**src/rtl/sync_xor_frame_receiver_unit_macros.svh**
```systemverilog
// Assertion macros for the sync XOR frame receiver.
`ifndef SYNC_XOR_FRAME_RECEIVER_UNIT_MACROS_SVH
`define SYNC_XOR_FRAME_RECEIVER_UNIT_MACROS_SVH

// The consequent must hold in the same cycle as the antecedent.
`define SXFR_ASSERT_NOW(label, clk, rst, ante, cons, msg) \
  label: assert property (@(posedge clk) disable iff (rst) (ante) |-> (cons)) \
    else $error(msg);

// The consequent must hold in the cycle after the antecedent.
`define SXFR_ASSERT_NEXT(label, clk, rst, ante, cons, msg) \
  label: assert property (@(posedge clk) disable iff (rst) (ante) |=> (cons)) \
    else $error(msg);

`endif

```
**src/rtl/sxfr_pkg.sv**
```systemverilog
// Shared types and constants of the sync XOR frame receiver.
`default_nettype none

package sxfr_pkg;

  // Header byte and the value a good check leaves behind.
  localparam logic [7:0] HEADER_BYTE = 8'hFF;
  localparam logic [7:0] ZERO_BYTE   = 8'h00;

  // Header hunt and body collection states of the front end.
  typedef enum logic [1:0] {
    ST_HUNT,
    ST_HDR1,
    ST_HDR2,
    ST_BODY
  } front_state_t;

  // Status of the frame queue as seen by both ends.
  typedef struct packed {
    logic full;
    logic empty;
    logic head_bank;
  } qstat_t;

endpackage

`default_nettype wire

```
**src/rtl/sxfr_rx_if.sv**
```systemverilog
// Handshake channel carrying received bytes.
`default_nettype none

interface sxfr_rx_if;
  logic       valid;
  logic       ready;
  logic [7:0] rx_byte;

  modport source (output valid, output rx_byte, input ready);
  modport sink (input valid, input rx_byte, output ready);
endinterface

`default_nettype wire

```
**src/rtl/sxfr_out_if.sv**
```systemverilog
// Handshake channel carrying checked frame body bytes.
`default_nettype none

interface sxfr_out_if;
  logic       valid;
  logic       ready;
  logic [7:0] frame_byte;
  logic [3:0] byte_index;
  logic       last_byte;

  modport source (output valid, output frame_byte, output byte_index, output last_byte,
                  input ready);
  modport sink (input valid, input frame_byte, input byte_index, input last_byte,
                output ready);
endinterface

`default_nettype wire

```
**src/rtl/sxfr_front.sv**
```systemverilog
// Front end: header hunt, body write into the free bank and XOR check.
`default_nettype none

module sxfr_front #(
  parameter int BODY_LEN = 10,
  parameter int IDX_W    = 4
) (
  input  wire logic             clk,
  input  wire logic             rst,
  sxfr_rx_if.sink               rx,
  input  wire logic             q_full,
  output logic                  push,
  output logic                  push_bank,
  output logic                  wr_en,
  output logic [IDX_W:0]        wr_addr,
  output logic [7:0]            wr_data
);
  import sxfr_pkg::*;

  localparam logic [IDX_W-1:0] LAST_IDX = IDX_W'(BODY_LEN - 1);

  front_state_t     state, state_next;
  logic [7:0]       acc, acc_next;
  logic [IDX_W-1:0] wr_idx, wr_idx_next;
  logic             bank, bank_next;
  logic             accept;
  logic [7:0]       b;
  logic [7:0]       acc_upd;

  // A word is taken whenever a bank is free to receive it.
  assign rx.ready = !q_full;
  assign accept   = rx.valid && rx.ready;
  assign b        = rx.rx_byte;
  assign acc_upd  = acc ^ b;

  // Body bytes land at the current index of the bank being filled.
  assign wr_addr   = {bank, wr_idx};
  assign wr_data   = b;
  assign push_bank = bank;

  always_ff @(posedge clk) begin
    if (rst) begin
      state  <= ST_HUNT;
      acc    <= ZERO_BYTE;
      wr_idx <= '0;
      bank   <= 1'b0;
    end else begin
      state  <= state_next;
      acc    <= acc_next;
      wr_idx <= wr_idx_next;
      bank   <= bank_next;
    end
  end

  // Next state, body writes and frame hand-off.
  always_comb begin
    state_next  = state;
    acc_next    = acc;
    wr_idx_next = wr_idx;
    bank_next   = bank;
    wr_en       = 1'b0;
    push        = 1'b0;
    if (accept) begin
      case (state)
        ST_HUNT: begin
          if (b == HEADER_BYTE) state_next = ST_HDR1;
        end
        ST_HDR1: begin
          if (b == HEADER_BYTE) begin
            state_next = ST_HDR2;
          end else begin
            // The second header byte is taken as missing; this word is body.
            wr_en       = 1'b1;
            acc_next    = acc_upd;
            wr_idx_next = wr_idx + 1'b1;
            state_next  = ST_BODY;
          end
        end
        ST_HDR2: begin
          // Padding after a full header is skipped.
          if (b != HEADER_BYTE) begin
            wr_en       = 1'b1;
            acc_next    = acc_upd;
            wr_idx_next = wr_idx + 1'b1;
            state_next  = ST_BODY;
          end
        end
        ST_BODY: begin
          wr_en = 1'b1;
          if (wr_idx == LAST_IDX) begin
            // Frame complete: hand a good one over, drop a bad one.
            state_next  = ST_HUNT;
            acc_next    = ZERO_BYTE;
            wr_idx_next = '0;
            if (acc_upd == ZERO_BYTE) begin
              push      = 1'b1;
              bank_next = ~bank;
            end
          end else begin
            acc_next    = acc_upd;
            wr_idx_next = wr_idx + 1'b1;
          end
        end
        default: begin
          state_next = ST_HUNT;
        end
      endcase
    end
  end

endmodule

`default_nettype wire

```
**src/rtl/sxfr_queue.sv**
```systemverilog
// Short queue of completed frames, each named by the bank that holds it.
`default_nettype none

module sxfr_queue (
  input  wire logic       clk,
  input  wire logic       rst,
  input  wire logic       push,
  input  wire logic       push_bank,
  input  wire logic       pop,
  output sxfr_pkg::qstat_t stat
);
  import sxfr_pkg::*;

  localparam int DEPTH = 2;
  localparam int PTR_W = $clog2(DEPTH);
  localparam int CNT_W = $clog2(DEPTH + 1);

  logic             slots [DEPTH];
  logic [PTR_W-1:0] wptr, rptr;
  logic [CNT_W-1:0] count;

  assign stat.full      = (count == CNT_W'(DEPTH));
  assign stat.empty     = (count == '0);
  assign stat.head_bank = slots[rptr];

  // Pointers and occupancy.
  always_ff @(posedge clk) begin
    if (rst) begin
      wptr  <= '0;
      rptr  <= '0;
      count <= '0;
    end else begin
      if (push) wptr <= wptr + 1'b1;
      if (pop)  rptr <= rptr + 1'b1;
      if (push && !pop)      count <= count + 1'b1;
      else if (pop && !push) count <= count - 1'b1;
    end
  end

  // Slot contents.
  always_ff @(posedge clk) begin
    if (push) slots[wptr] <= push_bank;
  end

endmodule

`default_nettype wire

```
**src/rtl/sxfr_back.sv**
```systemverilog
// Back end: two-bank body memory and read-out of checked frames.
`default_nettype none

module sxfr_back #(
  parameter int BODY_LEN = 10,
  parameter int IDX_W    = 4
) (
  input  wire logic             clk,
  input  wire logic             rst,
  input  wire logic             wr_en,
  input  wire logic [IDX_W:0]   wr_addr,
  input  wire logic [7:0]       wr_data,
  input  wire sxfr_pkg::qstat_t qstat,
  output logic                  pop,
  sxfr_out_if.source            tx
);
  import sxfr_pkg::*;

  localparam logic [IDX_W-1:0] LAST_IDX = IDX_W'(BODY_LEN - 1);
  localparam int               MEM_DEPTH = 2 << IDX_W;

  logic [7:0]       mem [MEM_DEPTH];
  logic [7:0]       rd_data;
  logic [IDX_W-1:0] rd_idx;
  logic [IDX_W-1:0] out_idx;
  logic             out_last;
  logic             out_valid;
  logic             load;
  logic             at_last;
  logic [IDX_W+3:0] idx_ext;

  // Fetch the next word when a frame waits and the output is free.
  assign load    = !qstat.empty && (!out_valid || tx.ready);
  assign at_last = (rd_idx == LAST_IDX);
  assign pop     = load && at_last;

  // Body memory: one write port from the front, one read port here.
  always_ff @(posedge clk) begin
    if (wr_en) mem[wr_addr] <= wr_data;
    if (load) begin
      rd_data  <= mem[{qstat.head_bank, rd_idx}];
      out_idx  <= rd_idx;
      out_last <= at_last;
    end
  end

  // Read index and output valid flag.
  always_ff @(posedge clk) begin
    if (rst) begin
      rd_idx    <= '0;
      out_valid <= 1'b0;
    end else begin
      if (load) begin
        rd_idx    <= at_last ? '0 : rd_idx + 1'b1;
        out_valid <= 1'b1;
      end else if (tx.ready) begin
        out_valid <= 1'b0;
      end
    end
  end

  assign idx_ext       = {4'b0000, out_idx};
  assign tx.valid      = out_valid;
  assign tx.frame_byte = rd_data;
  assign tx.byte_index = idx_ext[3:0];
  assign tx.last_byte  = out_last;

endmodule

`default_nettype wire

```
**src/rtl/sync_xor_frame_receiver_unit.sv**
```systemverilog
// The first body word of a good frame (FRAME_LENGTH-2 body words, held in one of two banks)
// is offered once the frame has entered the queue and that word has been read into the output
// register. Throughput: one received word per cycle while a body bank is free; words go out
// one per cycle while the output is ready. Input stalls only while both banks hold frames
// not yet read out. Reset is synchronous and clears the hunt state, check, queue and output;
// body memory is left as is, since every entry of a bank is written before that bank is read.
`default_nettype none

module sync_xor_frame_receiver_unit #(
  parameter int FRAME_LENGTH = 12
) (
  input  wire logic  clk,
  input  wire logic  rst,
  sxfr_rx_if.sink    rx,
  sxfr_out_if.source tx
);
  import sxfr_pkg::*;

  `include "sync_xor_frame_receiver_unit_macros.svh"

  localparam int BODY_LEN = FRAME_LENGTH - 2;
  localparam int IDX_W    = $clog2(BODY_LEN);

  qstat_t         q_stat;
  logic           push;
  logic           push_bank;
  logic           pop;
  logic           wr_en;
  logic [IDX_W:0] wr_addr;
  logic [7:0]     wr_data;

  // Header hunt and body capture.
  sxfr_front #(
    .BODY_LEN (BODY_LEN),
    .IDX_W    (IDX_W)
  ) u_front (
    .clk       (clk),
    .rst       (rst),
    .rx        (rx),
    .q_full    (q_stat.full),
    .push      (push),
    .push_bank (push_bank),
    .wr_en     (wr_en),
    .wr_addr   (wr_addr),
    .wr_data   (wr_data)
  );

  // Completed good frames waiting for read-out.
  sxfr_queue u_queue (
    .clk       (clk),
    .rst       (rst),
    .push      (push),
    .push_bank (push_bank),
    .pop       (pop),
    .stat      (q_stat)
  );

  // Frame memory and output stage.
  sxfr_back #(
    .BODY_LEN (BODY_LEN),
    .IDX_W    (IDX_W)
  ) u_back (
    .clk     (clk),
    .rst     (rst),
    .wr_en   (wr_en),
    .wr_addr (wr_addr),
    .wr_data (wr_data),
    .qstat   (q_stat),
    .pop     (pop),
    .tx      (tx)
  );

  // A frame is handed over only when a slot is free, and read out only when one is held.
  `SXFR_ASSERT_NOW(a_push_room, clk, rst, push, !q_stat.full, "frame pushed into a full queue")
  `SXFR_ASSERT_NOW(a_pop_held, clk, rst, pop, !q_stat.empty, "frame popped from an empty queue")
  // The bank being filled is never the one being read out.
  `SXFR_ASSERT_NOW(a_bank_apart, clk, rst, wr_en && !q_stat.empty,
                   wr_addr[IDX_W] != q_stat.head_bank, "write into the bank under read-out")
  // Words of one frame follow each other without a gap.
  `SXFR_ASSERT_NEXT(a_frame_dense, clk, rst, tx.valid && tx.ready && !tx.last_byte,
                    tx.valid, "gap inside an outgoing frame")

endmodule

`default_nettype wire

```
**src/flat_wrapper.sv**
```systemverilog
// flat-port wrapper written by rule: the top's interface ports become plain ports
module sync_xor_frame_receiver_unit_flat import sxfr_pkg::*;
#(
  parameter int FRAME_LENGTH = 12
)
  (clk, rst, rx_valid, rx_rx_byte, rx_ready, tx_valid, tx_frame_byte, tx_byte_index, tx_last_byte, tx_ready);
  sxfr_rx_if rx_i ();
  sxfr_out_if tx_i ();
  input  wire logic clk;
  input  wire logic rst;
  input wire logic [$bits(rx_i.valid)-1:0] rx_valid;
  input wire logic [$bits(rx_i.rx_byte)-1:0] rx_rx_byte;
  output wire logic [$bits(rx_i.ready)-1:0] rx_ready;
  output wire logic [$bits(tx_i.valid)-1:0] tx_valid;
  output wire logic [$bits(tx_i.frame_byte)-1:0] tx_frame_byte;
  output wire logic [$bits(tx_i.byte_index)-1:0] tx_byte_index;
  output wire logic [$bits(tx_i.last_byte)-1:0] tx_last_byte;
  input wire logic [$bits(tx_i.ready)-1:0] tx_ready;
  assign rx_i.valid = rx_valid;
  assign rx_i.rx_byte = rx_rx_byte;
  assign rx_ready = rx_i.ready;
  assign tx_valid = tx_i.valid;
  assign tx_frame_byte = tx_i.frame_byte;
  assign tx_byte_index = tx_i.byte_index;
  assign tx_last_byte = tx_i.last_byte;
  assign tx_i.ready = tx_ready;
  sync_xor_frame_receiver_unit #(.FRAME_LENGTH(FRAME_LENGTH)) u_core (.clk(clk), .rst(rst), .rx(rx_i), .tx(tx_i));
endmodule
```
**config.mk**
```make
export PLATFORM = sky130hd
export DESIGN_NAME = sync_xor_frame_receiver_unit_flat
export DESIGN_NICKNAME = d
export VERILOG_FILES = /design/src/rtl/sxfr_pkg.sv /design/src/rtl/sxfr_rx_if.sv /design/src/rtl/sxfr_out_if.sv /design/src/rtl/sxfr_front.sv /design/src/rtl/sxfr_queue.sv /design/src/rtl/sxfr_back.sv /design/src/rtl/sync_xor_frame_receiver_unit.sv /design/src/flat_wrapper.sv
export VERILOG_INCLUDE_DIRS = /design/src /design/src/rtl
export SDC_FILE = /design/constraint.sdc
export NUM_CORES = 1
export LEC_CHECK = 0
export BUFFER_PORTS_ARGS = -buffer_cell sky130_fd_sc_hd__buf_2
export CORE_ASPECT_RATIO = 0.75
export CORE_MARGIN = 3
export CORE_UTILIZATION = 40
export DETAILED_ROUTE_END_ITERATION = 8
export PLACE_DENSITY = 0.66
export SLEW_MARGIN = 15
export SYNTH_ARGS = -nofsm -noshare
export SYNTH_HDL_FRONTEND = slang
export SYNTH_HIERARCHICAL = 1
export SYNTH_SLANG_ARGS = --single-unit
```
**constraint.sdc**
```tcl
create_clock -name clk -period 6.1 [get_ports clk]
set_clock_uncertainty 0.15 [all_clocks]
set_input_delay 0.61 -clock clk [delete_from_list [all_inputs] [get_ports clk]]
set_output_delay 0.61 -clock clk [all_outputs]
set_load 0.05 [all_outputs]
```
# After elaboration in Yosys (flattened, before gate mapping)
# Memories as Yosys holds them, arrays and structs flattened. A register that Yosys moved wholly into a read port is not among the register bits.
# Cells that the tools add are included.
# classes
addsub	6
eq_ne	12
mux	32
bitwise	2
n_reduce_logical	20
# ops
op	count
8-bit two-way mux	3
8-bit one-hot mux with 3 select lines	1
1-bit two-way mux	16
4-bit two-way mux	4
4-bit one-hot mux with 3 select lines	1
4-bit AND reduction	3
2-bit two-way mux	5
4-bit by 1-bit adder with 4-bit output, second input constant	2
4-bit == test, second input constant	2
8-bit == test, second input constant	1
8-bit logical NOT	1
2-bit inequality test, second input constant	4
8-bit inequality test, second input constant	1
2-bit one-hot mux with 4 select lines	1
8-bit bitwise XOR	1
2-bit == test, second input constant	3
1-bit logical AND	5
1-bit logical NOT	5
2-bit logical NOT	2
2-bit nonzero test	2
1-bit one-hot mux with 3 select lines	1
3-bit nonzero test	1
1-bit adder, second input constant	2
2-bit by 1-bit adder with 2-bit output, second input constant	1
other kinds (4)	4
# word_totals
reg_bits	29
ram_bits	258
input_bits	12
output_inout_bits	15
wordCells	85
mem_count	2
# mem_list
memory	words	width	rd	rd_ports_with_merged_regs	wr	line_no	text
u_core.u_back.mem	32	8	1	1	1	sxfr_back.sv:22	logic [7:0] mem [MEM_DEPTH];
u_core.u_queue.slots	2	1	1	1	1	sxfr_queue.sv:18	logic slots [DEPTH];

# Depth between registers and ports, before layout
# logic_depth
ltp_word	10
mapped_depth	11
depth_no_buf	9

# Hierarchy
# The synthesis kept the hierarchy.
# by_module_without_submodules
module	n_inst	cells_each	area_per_inst_um2	seq_area_each_um2
sxfr_back	1	536	10795.4	8177.8
sxfr_front	1	130	1073.5	300.3
sxfr_queue	1	25	279.0	160.2

# Worst setup path after synthesis
# Ideal clock, no wire load.
# synth_timing
path_kind	input to register
from	in rx_rx_byte[1]
to	mem u_core.u_back.mem[28][0] (enable)
setup_ps	370
arrival_time_ps	2336
t_required_ps	5580
slack_ps	3244
cell_stages	7
path_buffers	1
cell_sequence	and4_1 -> a21oi_1 -> nor2_1 -> nor3_1 -> or3b_2 -> clkbuf_1 -> nor2_1
# synth_between
elab_chain_cells	6
word_cells_on_any_way	8
classes_between	eq/ne: 2; mux: 6
# synth_lines
item	line_no	text
start, declared	flat_wrapper.sv:12	input wire logic [$bits(rx_i.rx_byte)-1:0] rx_rx_byte;
8-bit inequality test / 8-bit == test (equally long branches)	sxfr_front.sv:81, sxfr_front.sv:69	
1-bit two-way mux, on equally long branches	sxfr_front.sv:81, sxfr_front.sv:69	
1-bit one-hot mux with 3 select lines *	sxfr_front.sv:64	case (state)
1-bit two-way mux *	sxfr_front.sv:63	if (accept) begin
named net u_core.wr_en	sync_xor_frame_receiver_unit.sv:28	logic wr_en;
1-bit two-way mux *	sxfr_back.sv:39	if (wr_en) mem[wr_addr] <= wr_data;
1-bit two-way mux (not written as such) *	sxfr_back.sv:39	
end, declared	sxfr_back.sv:22	
# The timed path passes the listed nets; every way through them passes the cells marked *.

# Worst setup path after layout
# layout_timing
from	in rx_rx_byte[5]
to	mem u_core.u_back.mem[7][6] (enable)
# The elaborated chain is that of the path after synthesis.

==> results.ini <==
[sta]
fin_ws_ns = 2.76
fin_tns_setup_ns = 0
fmax_mhz = 300
rsz0062_at_grt = no
finalSetupViolCount = 0
min_period_ns = 3.34
finalCritPeriodShare_pct = 54.7
worst_slew_pin_slew_ns = 1.11
maxSlewViolCount = 0
final-hold-violation-count = 0
slew_headroom_pct = 25.9

[setup_path]
worstSetupEndpoint = u_core/u_back/mem[7][6]$_DFFE_PP_
rr_endpoint = u_core/u_back/mem[7][6]$_DFFE_PP_
end_kind = flip-flop
critPathRequiredTime_ns = 6.12
cpMostUsedCell = nor2_1
start_kind = input port
startpoint = rx_rx_byte[5]
crit_type = input port to flip-flop
r2r_cells = 8
worstPathCellList = buf_2, and4_1, a21oi_1, nor2_1, nor3_1, nand3_1, nor2_1
slowest_stage = nor2_1
reg2reg_slack_ns = 2.86
crit_path_max_fanout = 37
critical_path_arrival_ns = 3.36
critPathMaxStageDelay_ns = 0.84
r2r_start = u_core/u_front/state[0]$_SDFFE_PP0P_

[finish]
drive_above_1_share_pct = 18.7
fill_cells = 2579
final_area_mm2 = 0.0133
nNetsFinal = 726
n_antenna_cell = 0
area_delta_synth_final_pct = 9.85
register_area_mm2 = 0.00864
multi_input_area_mm2 = 0.00320

[drt]
highest_layer = met4
wire_per_inst_um = 23.6
viasPerCell = 5.78
totalWireLength_um = 26400
ant_nets = 0
drt-met1-wl_um = 12500
vias = 6471
met3_wirelength_um = 2320
drt_iter0_drc = 674
wl_met2_um = 11100
detail_route.first_pass.iterations = 4
drc = 0

[pwr]
p_sw_mw = 0.758
switching_share_pct = 19.8
powerDensity_mw_per_mm2 = 287
power.leakage_nw = 4.00
pwr-share-comb_pct = 1.3
p_int_mw = 3.07
clock_power_share_pct = 41.0
vdd_drop_max_mv = 0.235
pwr-share-seq_pct = 57.8

[clock_network]
cts-hold-fix-buffers = 0
cts_sinks = 296
post_cts_resized = 0
cts_tree = yes
cts_buffers = 27
cts_buffer_depth = 3
clkSlewWorstSetupHoldPaths_ns = 0.06
clk-insertion-delay-late_ns = 0.54
root_buffer = clkbuf_16
htreeDepth = 1
post_cts.repair.setup_buffers = 0

[yosys]
ys_top_cells_by_area = edfxtp_1 67%, mux4_2 5.2%, dfxtp_1 4.1%, mux2i_1 4.0%, mux4_1 2.6%
yosys_most_used_dff = edfxtp_1
synth.cell_area_mm2 = 0.0121
postSynthAreaPerCell_um2 = 17.6
synth-seq-cells = 296
synth.top_cell.area_share_pct = 67.0
synth_common_cells = 271 x edfxtp_1, 56 x nor2_1, 49 x mux2i_1
syn_nets = 711
synth_warnings = 6
syn_inst = 691
synth_edf_count = 271
seq_area_frac_synth_pct = 71.1
yosys.area.top_type = edfxtp_1
yosys.cell_count.top_type = edfxtp_1
ys_types = 54
async_reset_ff_share_pct = 0

[global_route]
grt_usage_pct = 16.2
grt_pass1_wl_um = 39800
grt_max_degree = 57
grt_pass1_vias = 6249
grt_overflow = 0
antenna_found_initial = 1

[place]
hpwl_um = 16500
pre_cts_ws_ns = 2.27
gp_congestion = 0.750
place.port_buffers = 26
placed_cell_area_mm2 = 0.0125

[floorplanning]
start_util_pct = 41.2
io_pins = 27
die_y_um = 157
fp.dieW_um = 207
core_mm2 = 0.0295
fp.dieArea_mm2 = 0.0325
rows = 54

[job]
maxCapViolations = 0

[hold_path]
hp-start = tx_ready
hp-class = input port to flip-flop

[status]
outcome = completed

[sequential cells by signal, indices dropped and copies added, names as in the netlist, named ones only]
register	flops
u_core/u_back/tx.frame_byte	8
u_core/u_back/tx.byte_index	4
u_core/u_front/wr_idx	4
u_core/u_queue/wptr	1
u_core/u_back/tx.last_byte	1
u_core/u_back/mem	256
u_core/u_queue/rptr	1
u_core/u_queue/count	2
u_core/u_front/acc	8
u_core/u_front/push_bank	1
u_core/u_back/rd_idx	4
u_core/u_front/state	2
u_core/u_back/tx.valid	1
u_core/u_queue/slots	2
[through the flow]
| stage | instances | utilization, % | power [mW] | hold WS (ns) |
|---|---|---|---|---|
| after global placement | 1069 | 42.5 | 2.30 | 0.328 |
| final | 1119 | 45.3 | 3.82 | 0.243 |
| after floorplan | 691 | - | 2.28 | 0.256 |
| after global routing | 1119 | 45.3 | 3.95 | 0.269 |
| after detailed placement | 1069 | 42.5 | 2.30 | 0.340 |
| after CTS | 1119 | 45.3 | 3.86 | 0.222 |
[power by group through the flow]
stage / Clock [mW] / Sequential, mW / Combinational, mW
2_1_floorplan: 0 / 2.25 / 0.0238
3_3_place_gp: 0 / 2.25 / 0.0496
3_5_place_dp: 0 / 2.25 / 0.0508
4_1_cts: 1.60 / 2.21 / 0.0508
5_1_grt: 1.69 / 2.21 / 0.0547
6_report: 1.57 / 2.21 / 0.0490
[cell families (layout without fill, tap and decap cells)]
kind of cell | count (synthesis) | in the layout | share of synthesized area, %
AOI/OAI and AO/OA | 96 | 96 | 5.83
buffers and inverters | 51 | 87 | 2.57
muxes | 100 | 100 | 12.8
and+or+nand+nor | 126 | 126 | 5.81
DFF | 296 | 296 | 71.1
adders and majority gates | 8 | 8 | 0.824
xor gates and xnor gates | 14 | 14 | 1.01
[area by class of cell]
type / count / area share (%)
tap: 392 / 3.68
timing repair buffer: 28 / 1.09
clock buffer: 33 / 5.46
multi-input combinational: 344 / 24.0
inverter: 9 / 0.253
sequential: 296 / 64.8
clock inverter: 17 / 0.731
[worst min path at each step]
stage	end	slack (ns)	cells past startpoint
6_report	u_core/u_back/tx.valid$_SDFFE_PP0P_	0.24	3
4_1_cts	u_core/u_back/tx.valid$_SDFFE_PP0P_	0.22	3
2_1_floorplan	u_core/u_back/tx.byte_index[2]$_DFFE_PP_	0.26	0
3_5_place_dp	u_core/u_front/acc[7]$_SDFFE_PP0P_	0.34	2
5_1_grt	u_core/u_back/tx.valid$_SDFFE_PP0P_	0.27	3
3_3_place_gp	u_core/u_front/acc[4]$_SDFFE_PP0P_	0.33	2
[layout by cell type (no fill, tap or decap), drive strengths merged, types with 4 or more instances in the layout]
| cell type | Yosys | routed |
|---|---|---|
| xnor2 | 10 | 10 |
| inv | 9 | 10 |
| nor3 | 5 | 5 |
| buf | 30 | 28 |
| mux2 | 11 | 11 |
| edfxtp | 271 | 271 |
| nor2 | 58 | 58 |
| dfxtp | 25 | 25 |
| nand4b | 10 | 10 |
| clkinv | 0 | 12 |
| a21oi | 27 | 27 |
| o31ai | 5 | 5 |
| nor2b | 5 | 5 |
| clkbuf | 12 | 33 |
| nand2 | 4 | 4 |
| or3b | 4 | 4 |
| or3 | 6 | 6 |
| nand2b | 5 | 5 |
| o221ai | 9 | 9 |
| nand3 | 4 | 4 |
| mux4 | 40 | 40 |
| nand3b | 6 | 6 |
| xor2 | 4 | 4 |
| clkinvlp | 0 | 4 |
| ha | 8 | 8 |
| mux2i | 49 | 49 |
| o22a | 5 | 5 |
| a221oi | 24 | 24 |
| o21ai | 17 | 17 |
[per-layer routing]
| layer | vias up | track usage [%] |
|---|---|---|
| li1 | 2811 | - |
| met1 | 3385 | 25.5 |
| met2 | 237 | 23.4 |
| met3 | 38 | 3.55 |
| met4 | 0 | 2.94 |
| met5 | - | 0 |
[critical path, delay by kind of cell]
family | cells | cell delay (ns)
AOI/OAI and AO/OA | 1 | 0.15
buffers and inverters | 1 | 0.37
and+or+nand+nor | 5 | 2.19
Power figures use the tool's default switching activity.
